===== config.mk =====
export PLATFORM = sky130hd
export DESIGN_NAME = kesf_ram
export DESIGN_NICKNAME = d
export VERILOG_FILES = /design/src/hdl/kesf_ram.sv
export SDC_FILE = /design/constraint.sdc
export NUM_CORES = 1
export LEC_CHECK = 0
export BUFFER_PORTS_ARGS = -buffer_cell sky130_fd_sc_hd__buf_2
export CAP_MARGIN = 20
export CORE_MARGIN = 4
export CORE_UTILIZATION = 40
export DETAILED_ROUTE_END_ITERATION = 10
export PLACE_DENSITY = 0.57
export SLEW_MARGIN = 20
export SYNTH_ARGS = -nofsm -noshare
export SYNTH_HDL_FRONTEND = slang
export SYNTH_SLANG_ARGS = --single-unit

===== constraint.sdc =====
create_clock -name clk_i -period 2.2 [get_ports clk_i]
set_clock_uncertainty 0.05 [all_clocks]
set_input_delay 0.33 -clock clk_i [delete_from_list [all_inputs] [get_ports clk_i]]
set_output_delay 0.33 -clock clk_i [all_outputs]
set_load 0.005 [all_outputs]

===== src/hdl/kesf_ram.sv =====
// Generic simple dual-port RAM: one write port, one read port, registered read.
// No dependencies; contents are undefined until written.
module kesf_ram #(
  parameter int unsigned Width = 8,
  parameter int unsigned Depth = 16,
  localparam int unsigned AddrW = (Depth > 1) ? $clog2(Depth) : 1
) (
  input  logic             clk_i,
  input  logic             we_i,
  input  logic [AddrW-1:0] waddr_i,
  input  logic [Width-1:0] wdata_i,
  input  logic             re_i,
  input  logic [AddrW-1:0] raddr_i,
  output logic [Width-1:0] rdata_o
);

  logic [Width-1:0] mem_q [Depth];

  always_ff @(posedge clk_i) begin
    if (we_i) begin
      mem_q[waddr_i] <= wdata_i;
    end
    if (re_i) begin
      rdata_o <= mem_q[raddr_i];
    end
  end

endmodule


==> impl_metrics.json <==
{
  "p_int_mw": 4.94,
  "leakage_nw": 2.14,
  "final_layout_size_suffix_gt1_frac": 0.326,
  "clock_latency_ns": 0.41,
  "crit_path_end_kind": "flip-flop",
  "period_needed_ns": 1.55,
  "place_ws_ns": 0.258,
  "layout_commonest_cell": "edfxtp_1",
  "setup_viol": 0,
  "status": "completed",
  "avgSynthCellArea_sq_um": 22.8,
  "postCtsSetupBuffers": 0,
  "cts_root_buf": "clkbuf_16",
  "placed_cell_area_sq_um": 5680,
  "switchingPower_mw": 1.21,
  "die_x_um": 122,
  "num_rows": 41,
  "gp_congestion": 0.714,
  "start_util": 0.411,
  "syn_inst": 229,
  "worstHoldPathType": "input pin to flip-flop",
  "rsz0062_at_grt": "no",
  "slew_headroom": 0.763,
  "finalSetupTns_ns": 0,
  "mostFrequentLayoutCells": "edfxtp_1, buf_2, mux4_2, buf_4, clkbuf_16",
  "wl_per_cell_um": 21.4,
  "path_max_fanout": 1,
  "slew_violations": 0,
  "cts_resized": 0,
  "cts_tree": "done",
  "area_growth_pct": 20.7,
  "n_fill_cell": 1073,
  "place.port_buffers": 26,
  "hpwl_um": 6450,
  "clock_sinks": 136,
  "worstMarginPinSlew_ns": 0.356,
  "detail_route.iter0.violations": 209,
  "hold_buffers": 0,
  "cts_inserted_buffers": 17,
  "reg2reg_depth": 3,
  "required_ns": 2.30,
  "cap_viol_max_count": 0,
  "routed_via_density": 5.19,
  "synth_seq_cells": 136,
  "grt_usage": 0.150,
  "combPwrFrac": 0.044,
  "antenna_found_initial": 0,
  "clk_pin_slew_ns": 0.06,
  "fin_crit_sh": 0.706,
  "grt_max_degree": 33,
  "min_from": "re_i",
  "io_pins": 27,
  "diodes": 0,
  "ys.warnings.count": 0,
  "seq_area_frac_synth": 0.781,
  "nNetsFinal": 304,
  "dr.pass1.iters": 4,
  "ir_drop_mv": 0.482,
  "wl_um": 10100,
  "startpoint_type": "flip-flop",
  "htreeDepth": 4,
  "clockBufferDepth": 2,
  "min_to": "rdata_o[6]",
  "via_count": 2438,
  "arrival_ns": 1.65,
  "netlist_area_sq_um": 5230,
  "timing.rr.start": "mem_q[3][4]",
  "fmax_mhz": 643,
  "grt_pass1_wl_um": 15700,
  "power_per_cell_area_nw_per_um2": 975,
  "grt.overflow.total": 0,
  "drtAntennaViolNets": 0,
  "swShare": 0.197,
  "die_h_um": 122,
  "ys_types": 18,
  "grt_pass1_vias": 2635,
  "min_path_cells": 1,
  "regToRegEndpoint": "rdata_o[4]",
  "die-area_sq_um": 15000,
  "syn_nets": 248,
  "route.detailed.drc": 0,
  "final_cell_area_sq_um": 6310,
  "rrSetupSlack_ns": 0.65,
  "placeableCoreArea_sq_um": 12700,
  "seq_power_share": 0.477,
  "fin_ws_ns": 0.646,
  "path_class": "flip-flop to flip-flop",
  "pwr-share-clk": 0.479,
  "finalHoldViolCount": 0
}
logic make-up (layout without fill, tap and decap cells):
group	after synthesis	count (layout)	share of synthesized area
AO/OA/AOI/OAI	16	16	0.0230
buffers and inverters	10	79	0.0165
flip-flops	136	136	0.781
multiplexers	32	32	0.148
AND/OR/NAND/NOR	35	35	0.0314
sequential cells by signal, indices dropped and copies added, names as in the netlist:
signal and flops:
mem_q 128, rdata_o 8
metal layers:
metal	routed length, um	track usage	vias up
met5	0	0	-
met4	172	0.0637	0
met3	428	0.0392	13
met2	5000	0.235	60
met1	4450	0.200	1270
li1	-	-	1095
power by group through the flow:
stage	logic (mW)	clock network [mW]	registers (mW)
floorplan	0.147	0	2.99
global placement	0.275	0	2.99
detailed placement	0.277	0	2.99
CTS	0.278	3.00	2.94
global route	0.298	3.13	2.94
finish	0.270	2.94	2.93
Yosys cell counts (all sizes together):
cell,n,share of area
nand2b,2,0.0024
nand3b,2,0.0029
mux4,32,0.15
edfxtp,136,0.78
clkdlybuf4s25,3,0.0057
and2,1,0.0012
or3b,1,0.0017
nor2b,1,0.0012
buf,7,0.011
a22oi,16,0.023
nand2,9,0.0065
nor2,13,0.0093
nor3,4,0.0038
nand3,1,0.00096
and2b,1,0.0014
final cells by class:
type	instances	area, sq um	share of cell area
Clock inverter	15	201	0.0319
Clock buffer	17	425	0.0674
Timing Repair Buffer	47	325	0.0516
Tap cell	172	215	0.0341
Multi-Input combinational cell	83	1060	0.168
Sequential cell	136	4080	0.647
stage by stage:
stage	total power, mW	util	cells	hold WS, ns
2_1_floorplan	3.13	-	229	0.379
5_1_grt	6.37	0.496	470	0.218
4_1_cts	6.21	0.496	470	0.218
3_5_place_dp	3.27	0.447	438	0.650
3_3_place_gp	3.26	0.447	438	0.651
6_report	6.15	0.496	470	0.232
critical path, cell delays in order, from the launching register on:
cell and delay, ns:
edfxtp_1 0.37, mux4_2 0.48, a22oi_1 0.29, nand2_1 0.10
how the worst max path moves through the flow:
stage	start	slack [ns]	to	depth (start not counted)
final	mem_q[3][4]	0.65	rdata_o[4]	3
after global routing	mem_q[3][4]	0.56	rdata_o[4]	3
after CTS	mem_q[3][4]	0.61	rdata_o[4]	3
after detailed placement	raddr_i[0]	0.26	rdata_o[7]	5
after global placement	raddr_i[0]	0.25	rdata_o[7]	5
after floorplan	waddr_i[2]	0.33	mem_q[0][0]	2
No activity file was read; power rests on OpenSTA's default activity.
