`src/hdl/kesf_pkg.sv`:
```
// Package for the keyed entry store with oldest-first eviction.
// Field widths, the payload layout, action codes and controller types.
package kesf_pkg;

  localparam int unsigned CapacityDefault = 256;
  localparam int unsigned KeyW   = 64;
  localparam int unsigned MoveW  = 16;
  localparam int unsigned ScoreW = 16;
  localparam int unsigned DepthW = 8;
  localparam int unsigned BoundW = 2;

  typedef enum logic {
    ActProbe  = 1'b0,
    ActInsert = 1'b1
  } action_e;

  // Stored payload: move[41:26] score[25:10] depth[9:2] bound[1:0]
  typedef struct packed {
    logic        [MoveW-1:0]  move;
    logic signed [ScoreW-1:0] score;
    logic        [DepthW-1:0] depth;
    logic        [BoundW-1:0] bound;
  } payload_t;

  localparam int unsigned PayloadW = $bits(payload_t);

  typedef enum logic [4:0] {
    StIdle   = 5'b00001,
    StScan   = 5'b00010,
    StPread  = 5'b00100,
    StResult = 5'b01000,
    StWrite  = 5'b10000
  } state_e;

  // Scan unit status toward the controller
  typedef struct packed {
    logic done;
    logic hit;
  } scan_stat_t;

endpackage

```
`src/hdl/kesf_scan.sv`:
```
// Key scan unit: walks the filled slots of the key RAM one address a cycle
// and compares each returned key. Depends on kesf_pkg.
module kesf_scan #(
  parameter int unsigned Capacity = kesf_pkg::CapacityDefault,
  localparam int unsigned AW = (Capacity > 1) ? $clog2(Capacity) : 1,
  localparam int unsigned CW = $clog2(Capacity + 1)
) (
  input  logic                    clk_i,
  input  logic                    rst_ni,
  input  logic                    start_i,
  input  logic [CW-1:0]           fill_i,
  input  logic [kesf_pkg::KeyW-1:0] key_i,
  output logic                    rd_en_o,
  output logic [AW-1:0]           rd_addr_o,
  input  logic [kesf_pkg::KeyW-1:0] rd_key_i,
  output kesf_pkg::scan_stat_t    stat_o,
  output logic [AW-1:0]           idx_o
);
  import kesf_pkg::*;

  logic          busy_q, busy_d;
  logic          more_q, more_d;
  logic          chk_q, chk_d;
  logic [CW-1:0] addr_q, addr_d;
  logic [CW-1:0] addr_inc;
  logic [AW-1:0] chk_addr_q;
  logic          match;

  assign addr_inc  = addr_q + 1'b1;
  assign match     = chk_q && (rd_key_i == key_i);
  assign rd_en_o   = busy_q && more_q;
  assign rd_addr_o = addr_q[AW-1:0];

  // Finish on a match, or when the last slot has been compared
  assign stat_o.done = busy_q && chk_q && (match || !more_q);
  assign stat_o.hit  = match;
  assign idx_o       = chk_addr_q;

  always_comb begin
    busy_d = busy_q;
    more_d = more_q;
    chk_d  = chk_q;
    addr_d = addr_q;
    if (start_i) begin
      busy_d = 1'b1;
      more_d = 1'b1;
      chk_d  = 1'b0;
      addr_d = '0;
    end else if (busy_q) begin
      chk_d = rd_en_o;
      if (rd_en_o) begin
        addr_d = addr_inc;
        more_d = (addr_inc < fill_i);
      end
      if (stat_o.done) begin
        busy_d = 1'b0;
        chk_d  = 1'b0;
      end
    end
  end

  always_ff @(posedge clk_i or negedge rst_ni) begin
    if (!rst_ni) begin
      busy_q <= 1'b0;
      more_q <= 1'b0;
      chk_q  <= 1'b0;
      addr_q <= '0;
    end else begin
      busy_q <= busy_d;
      more_q <= more_d;
      chk_q  <= chk_d;
      addr_q <= addr_d;
    end
  end

  always_ff @(posedge clk_i) begin
    if (rd_en_o) begin
      chk_addr_q <= rd_addr_o;
    end
  end

  a_read_in_fill: assert property (@(posedge clk_i) disable iff (!rst_ni)
    rd_en_o |-> ({1'b0, addr_q} < {1'b0, fill_i}))
    else $error("scan reads a slot beyond the fill count");

  a_done_after_read: assert property (@(posedge clk_i) disable iff (!rst_ni)
    stat_o.done |-> $past(rd_en_o))
    else $error("scan finishes without a key read in the previous cycle");

  a_no_start_busy: assert property (@(posedge clk_i) disable iff (!rst_ni)
    start_i |-> !busy_q)
    else $error("scan restarted while busy");

endmodule

```
`config.mk`:
```
export PLATFORM = sky130hd
export DESIGN_NAME = kesf_scan
export DESIGN_NICKNAME = d
export VERILOG_FILES = /design/src/hdl/kesf_pkg.sv /design/src/hdl/kesf_scan.sv
export SDC_FILE = /design/constraint.sdc
export NUM_CORES = 1
export LEC_CHECK = 0
export BUFFER_PORTS_ARGS = -buffer_cell sky130_fd_sc_hd__clkbuf_2
export CORE_ASPECT_RATIO = 0.8
export CORE_UTILIZATION = 41
export CTS_CLUSTER_DIAMETER = 200
export DETAILED_ROUTE_END_ITERATION = 6
export GPL_TIMING_DRIVEN = 0
export PLACE_DENSITY = 0.81
export SYNTH_ARGS = -nofsm -noshare
export SYNTH_HDL_FRONTEND = slang
export SYNTH_SLANG_ARGS = --single-unit
```
`constraint.sdc`:
```
create_clock -name clk_i -period 2.5 [get_ports clk_i]
set_input_delay 0.25 -clock clk_i [delete_from_list [all_inputs] [get_ports clk_i]]
set_output_delay 0.25 -clock clk_i [all_outputs]
set_load 0.01 [all_outputs]
```
==> impl_metrics.json, run 1 <==
{
  "first_global_vias": 2379,
  "cts_sinks": 20,
  "areaGrowthSynthToFinish_pct": 42.42,
  "numCtsBuffers": 3,
  "status": "finished, final reports clean",
  "cp.required_ns": 2.25,
  "synth.largest_area_cell": "xnor2_1",
  "h-tree-depth": 1,
  "p_leak_nw": 1.532,
  "worst_slew_pin_slew_ns": 0.4612,
  "dp.cells": 481,
  "min_path_type": "input pin to flop",
  "std_cell_rows": 23,
  "initial_core_util_pct": 43.03,
  "antenna_found_initial": 0,
  "slew_viol_final": 0,
  "drive_gt1_share_pct": 41.75,
  "cts_tree": "built",
  "slew_headroom_pct": 69.25,
  "path_max_fanout": 2,
  "grt_use_total_pct": 23.64,
  "fillCellCount": 463,
  "grt_max_degree": 13,
  "async_flop_share_pct": 60.00,
  "clock_path_buffers": 2,
  "synth_top_area_share_pct": 20.09,
  "vias": 2463,
  "final.min_clock_period_ns": 2.353,
  "ys.flop_type": "dfrtp_1",
  "fmax_ghz": 0.4250,
  "synth-edff-count": 8,
  "synth.cell_area_um2": 2180,
  "overflow": 0,
  "powerDensity_nw_per_um2": 307.6,
  "globalplace.congestion": 0.8732,
  "dp_hpwl_um": 5918,
  "synth_cell_types": 41,
  "nets": 574,
  "die-area_um2": 5613,
  "wl_per_cell_um": 13.62,
  "final_core_util_pct": 61.29,
  "grt_first_pass_wirelength_um": 10520,
  "cp-end-kind": "output port",
  "crit_type": "input pin to output port",
  "synth_seq_cells": 20,
  "syn-mean-instance-area_um2": 8.351,
  "ant_nets": 0,
  "fin_crit_sh_pct": 94.11,
  "finalSetupViolCount": 0,
  "dieHeight_um": 67.22,
  "vdd_drop_max_mv": 0.3464,
  "critPathLaunchType": "input pin",
  "core_area_um2": 5065,
  "place.port_buffers": 158,
  "arrival_ns": 2.10,
  "first_pass_iters": 4,
  "fp.dieW_um": 83.52,
  "cts_setup_buffers": 0,
  "via_per_inst": 5.068,
  "root_buffer": "clkbuf_8",
  "fin_tns_setup_ns": 0,
  "worst_slack_ns": 0.1472,
  "final_hold_viol_count": 0,
  "rsz0062_at_grt": "no",
  "antennaDiodeCount": 0,
  "drt_iter0_drc": 117,
  "yosys_warnings": 0,
  "wirelength_um": 6620,
  "final_cells": 486,
  "clock_latency_ns": 0.25,
  "ios": 159,
  "drc": 0,
  "dp_slack_ns": 0.1522,
  "ys_seq_area_share_pct": 24.80,
  "path_clk_slew_ns": 0.07,
  "postSynthCellCount": 261,
  "final.setup_skew_ns": 0.0008490,
  "cap_violations": 0,
  "synthesis.nets": 410,
  "synthTopCellsByArea": "xnor2_1, dfrtp_1, edfxtp_1"
}
[flip-flops by register name, summed over array words and instances (netlist names)]
| name | flops |
|---|---|
| busy_q | 1 |
| more_q | 1 |
| chk_q | 1 |
| idx_o | 8 |
| addr_q | 9 |
[stage by stage]
step	cell area, um2	hold WS, ns	power, mW
floorplan	2180	-0.04559	0.5594
global placement	3048	0.1483	0.7315
detailed placement	3048	0.1453	0.7445
CTS	3103	0.3616	0.9600
global route	3104	0.3855	1.013
finish	3104	0.3576	0.9548
[worst max-delay path: stages]
cell	delay [ns]
clkbuf_2	0.09
xor2_1	0.16
or2_2	0.28
or3b_2	0.46
nand4bb_1	0.24
nor4_1	0.34
buf_4	0.16
clkbuf_2	0.13
[cell families (layout without fill, tap and decap cells)]
kind of cell	count (synthesis)	count (layout)	share of synthesized area, %
compound gates	29	29	8.898
fa+ha+maj	9	9	5.167
simple gates	114	114	30.02
flops	20	20	24.80
xor+xnor	62	62	24.91
buf+inv	27	190	6.199
[synthesized netlist by cell type (8+ instances only)]
cell type / count
buf_4: 9
dfrtp_1: 12
edfxtp_1: 8
ha_1: 9
inv_1: 14
nand2_1: 14
nand2b_1: 12
nand3_1: 10
nand4_1: 19
nor2_1: 11
nor2b_1: 13
nor3_1: 9
nor4_1: 8
xnor2_1: 50
xor2_1: 12
[report_power, final]
group | total, mW | switching (mW) | internal, mW | leakage, nW
Combinational | 0.375 | 0.178 | 0.198 | 1.26
Clock | 0.214 | 0.100 | 0.113 | 0.0228
Sequential | 0.366 | 0.0107 | 0.355 | 0.246
[area by class of cell]
| class | count | area, um2 | area share (%) |
|---|---|---|---|
| multi-input combinational | 214 | 1504 | 48.45 |
| timing repair buffer | 159 | 800.8 | 25.80 |
| sequential | 20 | 541.8 | 17.45 |
| buffer | 13 | 82.58 | 2.660 |
| tap | 62 | 77.57 | 2.499 |
| inverter | 14 | 52.55 | 1.693 |
| clock buffer | 4 | 45.04 | 1.451 |
[cells in the final DEF, fill, tap and decap left out, drive strengths merged, types with 10 or more instances in the layout]
| cell type | n |
|---|---|
| clkbuf | 166 |
| xnor2 | 50 |
| nand4 | 19 |
| nand2 | 14 |
| inv | 14 |
| nor2b | 13 |
| xor2 | 12 |
| nand2b | 12 |
| dfrtp | 12 |
| nor2 | 11 |
| nand3 | 10 |
| nor3 | 10 |
[routing by layer]
| layer | vias to the layer above | routed length (um) | global-route usage (%) | part of all wire [%] |
|---|---|---|---|---|
| met5 | - | 0 | 0 | 0 |
| met4 | 0 | 61 | 4.873 | 0.92 |
| met3 | 8 | 456 | 4.034 | 6.9 |
| met2 | 107 | 3192 | 42.93 | 48 |
| met1 | 1104 | 2909 | 30.12 | 44 |
| li1 | 1244 | - | - | - |
[worst paths after layout]
| check | start | to | slack, ns | cells past startpoint |
|---|---|---|---|---|
| hold reg to reg | addr_q[1]$_DFFE_PN0P_ | idx_o[1]$_DFFE_PP_ | 0.54 | 0 |
| setup reg to reg | addr_q[0]$_DFFE_PN0P_ | more_q$_DFFE_PN0P_ | 0.25 | 10 |
| min in group asynchronous | rst_ni | addr_q[2]$_DFFE_PN0P_ | 0.43 | 2 |
| hold / removal | start_i | busy_q$_DFF_PN0_ | 0.36 | 3 |
| setup / recovery | key_i[40] | stat_o[0] | 0.15 | 8 |
| max in group asynchronous | rst_ni | addr_q[0]$_DFFE_PN0P_ | 1.82 | 2 |
[repair_timing]
item / in CTS / in global routing
resized for setup: 0 / 1
setup endpoints to repair: 0 / 1
endpoints found under the hold margin: 12 / 0
hold buffers: 1 / 0
No activity file was read; power rests on OpenSTA's default activity.
==> inputs of run 2 (changes only) <==
Clock period 2.5 ns to 2.69 ns, I/O delays scaled along.
==> run 2 against run 1 <==
  * Clock skew rose by 0.00079 ns
  * Sequential power fell by 7.1%
  * Critical path type unchanged
  * Global-route usage did not move
  * Non-clock buffer count did not move
  * Highest routed layer unchanged
  * Routed wire length rose by 0.29%
  * Count of clock-buffer cells in the layout did not move
  * Critical path depth did not move
  * Worst setup slack improved by 0.15 ns
  * Clock power fell by 8%
  * Final cell count did not move
==> impl_metrics.json, run 2 (synthesis results as in run 1) <==
{
  "initial_core_util_pct": 43.03,
  "final.min_clock_period_ns": 2.391,
  "rrSetupSlack_ns": 0.38,
  "globalplace.congestion": 0.8732,
  "nets": 574,
  "multi_input_area_um2": 1504,
  "slew_viol_final": 0,
  "arrival_ns": 2.12,
  "layout_commonest_cell": "clkbuf_2",
  "vdd_drop_max_mv": 0.3215,
  "first_pass_iters": 4,
  "fin_crit_sh_pct": 88.90,
  "cap_violations": 0,
  "grt_first_pass_wirelength_um": 10520,
  "cp-end-kind": "output port",
  "clock_path_buffers": 2,
  "path_clk_slew_ns": 0.07,
  "final_hold_viol_count": 0,
  "power_mw": 0.8856,
  "std_cell_rows": 23,
  "die-area_um2": 5613,
  "dp_slack_ns": 0.3042,
  "vias": 2464,
  "root_buffer": "clkbuf_8",
  "final.setup_skew_ns": 0.001638,
  "overflow": 0,
  "final_core_util_pct": 61.26,
  "top_register": "addr_q",
  "min_path_type": "input pin to flop",
  "via_per_inst": 5.070,
  "antenna_found_initial": 0,
  "slew_headroom_pct": 69.16,
  "fmax_ghz": 0.4182,
  "drive_gt1_share_pct": 41.51,
  "fp.dieW_um": 83.52,
  "crit_type": "input pin to output port",
  "dp.cells": 481,
  "place.port_buffers": 158,
  "cts_tree": "built",
  "cp.required_ns": 2.42,
  "grt_max_degree": 13,
  "clock_latency_ns": 0.25,
  "rsz0062_at_grt": "no",
  "seq_area_um2": 540.5,
  "dieHeight_um": 67.22,
  "worst_slack_ns": 0.2986,
  "fillCellCount": 462,
  "dp_hpwl_um": 5918,
  "ios": 159,
  "wirelength_um": 6639,
  "largest_reg_flops": 9,
  "cts_sinks": 20,
  "worst_slew_pin_slew_ns": 0.4626,
  "grt_use_total_pct": 23.64,
  "core_area_um2": 5065,
  "antennaDiodeCount": 0,
  "status": "finished, final reports clean",
  "first_global_vias": 2379,
  "finalSetupViolCount": 0,
  "drc": 0,
  "numCtsBuffers": 3,
  "ant_nets": 0,
  "p_leak_nw": 1.533,
  "powerDensity_nw_per_um2": 285.4,
  "critPathLaunchType": "input pin",
  "drt_iter0_drc": 118,
  "final_cells": 486,
  "path_max_fanout": 2,
  "areaGrowthSynthToFinish_pct": 42.37,
  "fin_tns_setup_ns": 0,
  "wl_per_cell_um": 13.66,
  "final_cell_mix": "clkbuf_2, xnor2_1, nand4_1",
  "h-tree-depth": 1
}
[run 2: cell counts in the layout (fill, tap and decap cells not counted)]
Identical to the previous run, type by type.
[run 2: power breakdown]
part	total [mW]	leakage, nW	internal, mW	switching (mW)
clock	0.197	0.0228	0.105	0.0917
sequential	0.340	0.248	0.330	0.0102
combinational	0.349	1.26	0.184	0.165
[run 2: layout make-up]
cell class / count / area share (%)
Inverter: 14 / 1.694
Tap cell: 62 / 2.500
Multi-Input combinational cell: 214 / 48.47
Timing Repair Buffer: 159 / 25.81
Clock buffer: 4 / 1.452
Buffer: 13 / 2.661
Sequential cell: 20 / 17.42
[run 2: per-stage QoR]
stage / area, um2 / hold slack, ns
final: 3103 / 0.3794
after global routing: 3103 / 0.4043
after CTS: 3103 / 0.3806
after detailed placement: 3048 / 0.1643
after global placement: 3048 / 0.1673
after floorplan: 2180 / -0.02659
[run 2: routing by layer]
metal  vias up  share of wire, %  GRT usage (%)
met1      1107                45          30.12
met3         8               6.4          4.034
met5         -                 0              0
met4         0              0.92          4.873
li1       1245                 -              -
met2       104                48          42.93
[run 2: worst max-delay path: stages]
cell and delay [ns]:
clkbuf_2 0.09, xor2_1 0.16, or2_2 0.28, or3b_2 0.46, nand4bb_1 0.24, nor4_1 0.34, buf_4 0.16, clkbuf_2 0.13
[run 2: what timing repair did]
item | 4_1_cts | 5_1_grt
gates resized for setup | 0 | 0
hold buffers | 1 | 0
endpoints found under the hold margin | 12 | 0
buffers inserted | 0 | 0
[run 2: worst paths after layout]
kind	startpoint	end	cells past startpoint
min in group asynchronous	rst_ni	addr_q[2]$_DFFE_PN0P_	2
worst min-delay path	start_i	busy_q$_DFF_PN0_	3
worst max-delay path	key_i[40]	stat_o[0]	8
worst min register to register	addr_q[1]$_DFFE_PN0P_	idx_o[1]$_DFFE_PP_	0
worst max register to register	addr_q[0]$_DFFE_PN0P_	more_q$_DFFE_PN0P_	10
max in group asynchronous	rst_ni	addr_q[0]$_DFFE_PN0P_	2
==> inputs of run 3 (changes only) <==
Settings changed: CORE_MARGIN set to 3, GPL_ROUTABILITY_DRIVEN set to 0.
==> run 3 against run 2 <==
  * Routed wire length up 5.8%
  * Non-clock buffer count unchanged
  * Count of clock-buffer cells in the layout down 1
  * Sequential power about the same
  * Hold slack better by 0.0046 ns
  * Final cell count unchanged
==> impl_metrics.json, run 3 (synthesis results as in run 1) <==
{
  "cts_sinks": 20,
  "slew_viol_final": 0,
  "final.setup_skew_ns": 0.002295,
  "numCtsBuffers": 3,
  "grt_busiest_layer": "met2",
  "drc": 0,
  "place.port_buffers": 158,
  "critPathLaunchType": "flop",
  "min_path_type": "input pin to flop",
  "final_cell_mix": "clkbuf_2, xnor2_1, nand4_1",
  "ant_nets": 0,
  "fin_tns_setup_ns": 0,
  "top_register": "addr_q",
  "layout_commonest_cell": "clkbuf_2",
  "holdBufCountCts": 1,
  "fmax_ghz": 0.4243,
  "std_cell_rows": 23,
  "placed_area_um2": 3048,
  "initial_core_util_pct": 43.03,
  "cts_setup_buffers": 0,
  "die-area_um2": 6232,
  "wirelength_um": 7027,
  "antennaDiodeCount": 0,
  "finalSetupViolCount": 0,
  "via_per_inst": 5.097,
  "intPower_mw": 0.6146,
  "p_comb_share_pct": 39.2,
  "final_cells": 486,
  "grt_max_degree": 13,
  "ios": 159,
  "rrSetupSlack_ns": 0.33,
  "grt_first_pass_wirelength_um": 10850,
  "clock_path_buffers": 2,
  "largest_reg_flops": 9,
  "dp_hpwl_um": 6279,
  "grt_util_met2_pct": 37.12,
  "grtUsageMet1_pct": 30.40,
  "powerDensity_nw_per_um2": 285.1,
  "final_hold_viol_count": 0,
  "arrival_ns": 2.54,
  "path_cells": "ha_1 -> nand3_1 -> or2_2 -> clkbuf_1 -> nor2_1 -> xor2_1 -> ha_1 -> nor3_1 -> nor3_1 -> o21ai_0",
  "dp.cells": 481,
  "p_leak_nw": 1.533,
  "path_clk_slew_ns": 0.07,
  "cts_tree": "built",
  "cap_violations": 0,
  "drive_gt1_share_pct": 41.51,
  "slowest_delay_ns": 0.47,
  "cts.repair.resized": 0,
  "met3_usage_pct": 2.299,
  "grt_use_total_pct": 21.69,
  "dieHeight_um": 71.22,
  "rsz0062_at_grt": "no",
  "antenna_found_initial": 0,
  "p_sw_mw": 0.2700,
  "sw_frac_of_total_pct": 30.52,
  "power_mw": 0.8847,
  "vdd_drop_max_mv": 0.2929,
  "vias": 2477,
  "worst_slew_pin_slew_ns": 0.4373,
  "cp-end-kind": "flop",
  "cp.required_ns": 2.87,
  "fp.dieW_um": 87.52,
  "drt_iter0_drc": 147,
  "nets": 574,
  "core_area_um2": 5065,
  "status": "finished, final reports clean",
  "fin_crit_sh_pct": 87.61,
  "overflow": 0,
  "first_global_vias": 2355,
  "power_frac_seq_pct": 38.6,
  "fillCellCount": 459,
  "root_buffer": "clkbuf_8",
  "slew_headroom_pct": 70.58,
  "critical-path-slowest-cell": "dfrtp_1",
  "clock_latency_ns": 0.26,
  "first_pass_iters": 4,
  "h-tree-depth": 1,
  "final.min_clock_period_ns": 2.357,
  "wl_per_cell_um": 14.46,
  "areaGrowthSynthToFinish_pct": 42.37,
  "path_max_fanout": 6,
  "clkPwrFrac_pct": 22.2,
  "crit_type": "flop to flop",
  "stdcell_area_um2": 3103
}
-- run 3: cell count changes in the layout (fill, tap and decap cells not counted), sizes merged --
cell / change
clkbuf: -1
clkinv: +1
-- run 3: power by group through the flow --
stage / logic (mW) / clock network, mW / registers (mW)
after floorplan: 0.172 / 0 / 0.348
after global placement: 0.334 / 0 / 0.346
after detailed placement: 0.344 / 0 / 0.347
after CTS: 0.347 / 0.203 / 0.341
after global routing: 0.384 / 0.211 / 0.343
final: 0.347 / 0.197 / 0.341
-- run 3: path summary, 6_finish.rpt --
| check | from | endpoint | depth (start not counted) |
|---|---|---|---|
| setup / recovery | addr_q[0]$_DFFE_PN0P_ | more_q$_DFFE_PN0P_ | 10 |
| hold / removal | start_i | busy_q$_DFF_PN0_ | 3 |
| setup reg to reg | addr_q[0]$_DFFE_PN0P_ | more_q$_DFFE_PN0P_ | 10 |
| hold reg to reg | addr_q[1]$_DFFE_PN0P_ | idx_o[1]$_DFFE_PP_ | 0 |
| max in group asynchronous | rst_ni | addr_q[6]$_DFFE_PN0P_ | 2 |
| min in group asynchronous | rst_ni | addr_q[1]$_DFFE_PN0P_ | 2 |
-- run 3: per-stage QoR --
step / worst slack (ns) / hold WS, ns / util [%]
2_1_floorplan: 0.5981 / -0.02659 / -
3_3_place_gp: 0.3830 / 0.1663 / 60.18
3_5_place_dp: 0.3594 / 0.1689 / 60.18
4_1_cts: 0.3281 / 0.3764 / 61.26
5_1_grt: 0.1303 / 0.4036 / 61.26
6_report: 0.3332 / 0.3839 / 61.26
-- run 3: per-layer routing --
layer	vias to the layer above	routed length (um)
met5	-	0
met4	0	34
met3	4	427
met2	93	3466
met1	1136	3099
li1	1244	-
-- run 3: worst max-delay path: cells and delay by family, from the launching register on --
kind / cells / cell delay (ns)
xor gates and xnor gates: 1 / 0.20
AOI/OAI and AO/OA: 1 / 0.08
buffers and inverters: 1 / 0.14
and+or+nand+nor: 5 / 0.89
DFF: 1 / 0.47
adders and majority gates: 2 / 0.50
-- run 3: layout make-up --
cell class | count | area, um2 | share of cell area [%]
plain buffers | 13 | 82.58 | 2.661
clock buffers | 3 | 41.29 | 1.331
clock inverters | 1 | 3.754 | 0.1210
inverters | 14 | 52.55 | 1.694
multi-input cells | 214 | 1504 | 48.47
flip-flops and latches | 20 | 540.5 | 17.42
well taps | 62 | 77.57 | 2.500
repair buffers | 159 | 800.8 | 25.81
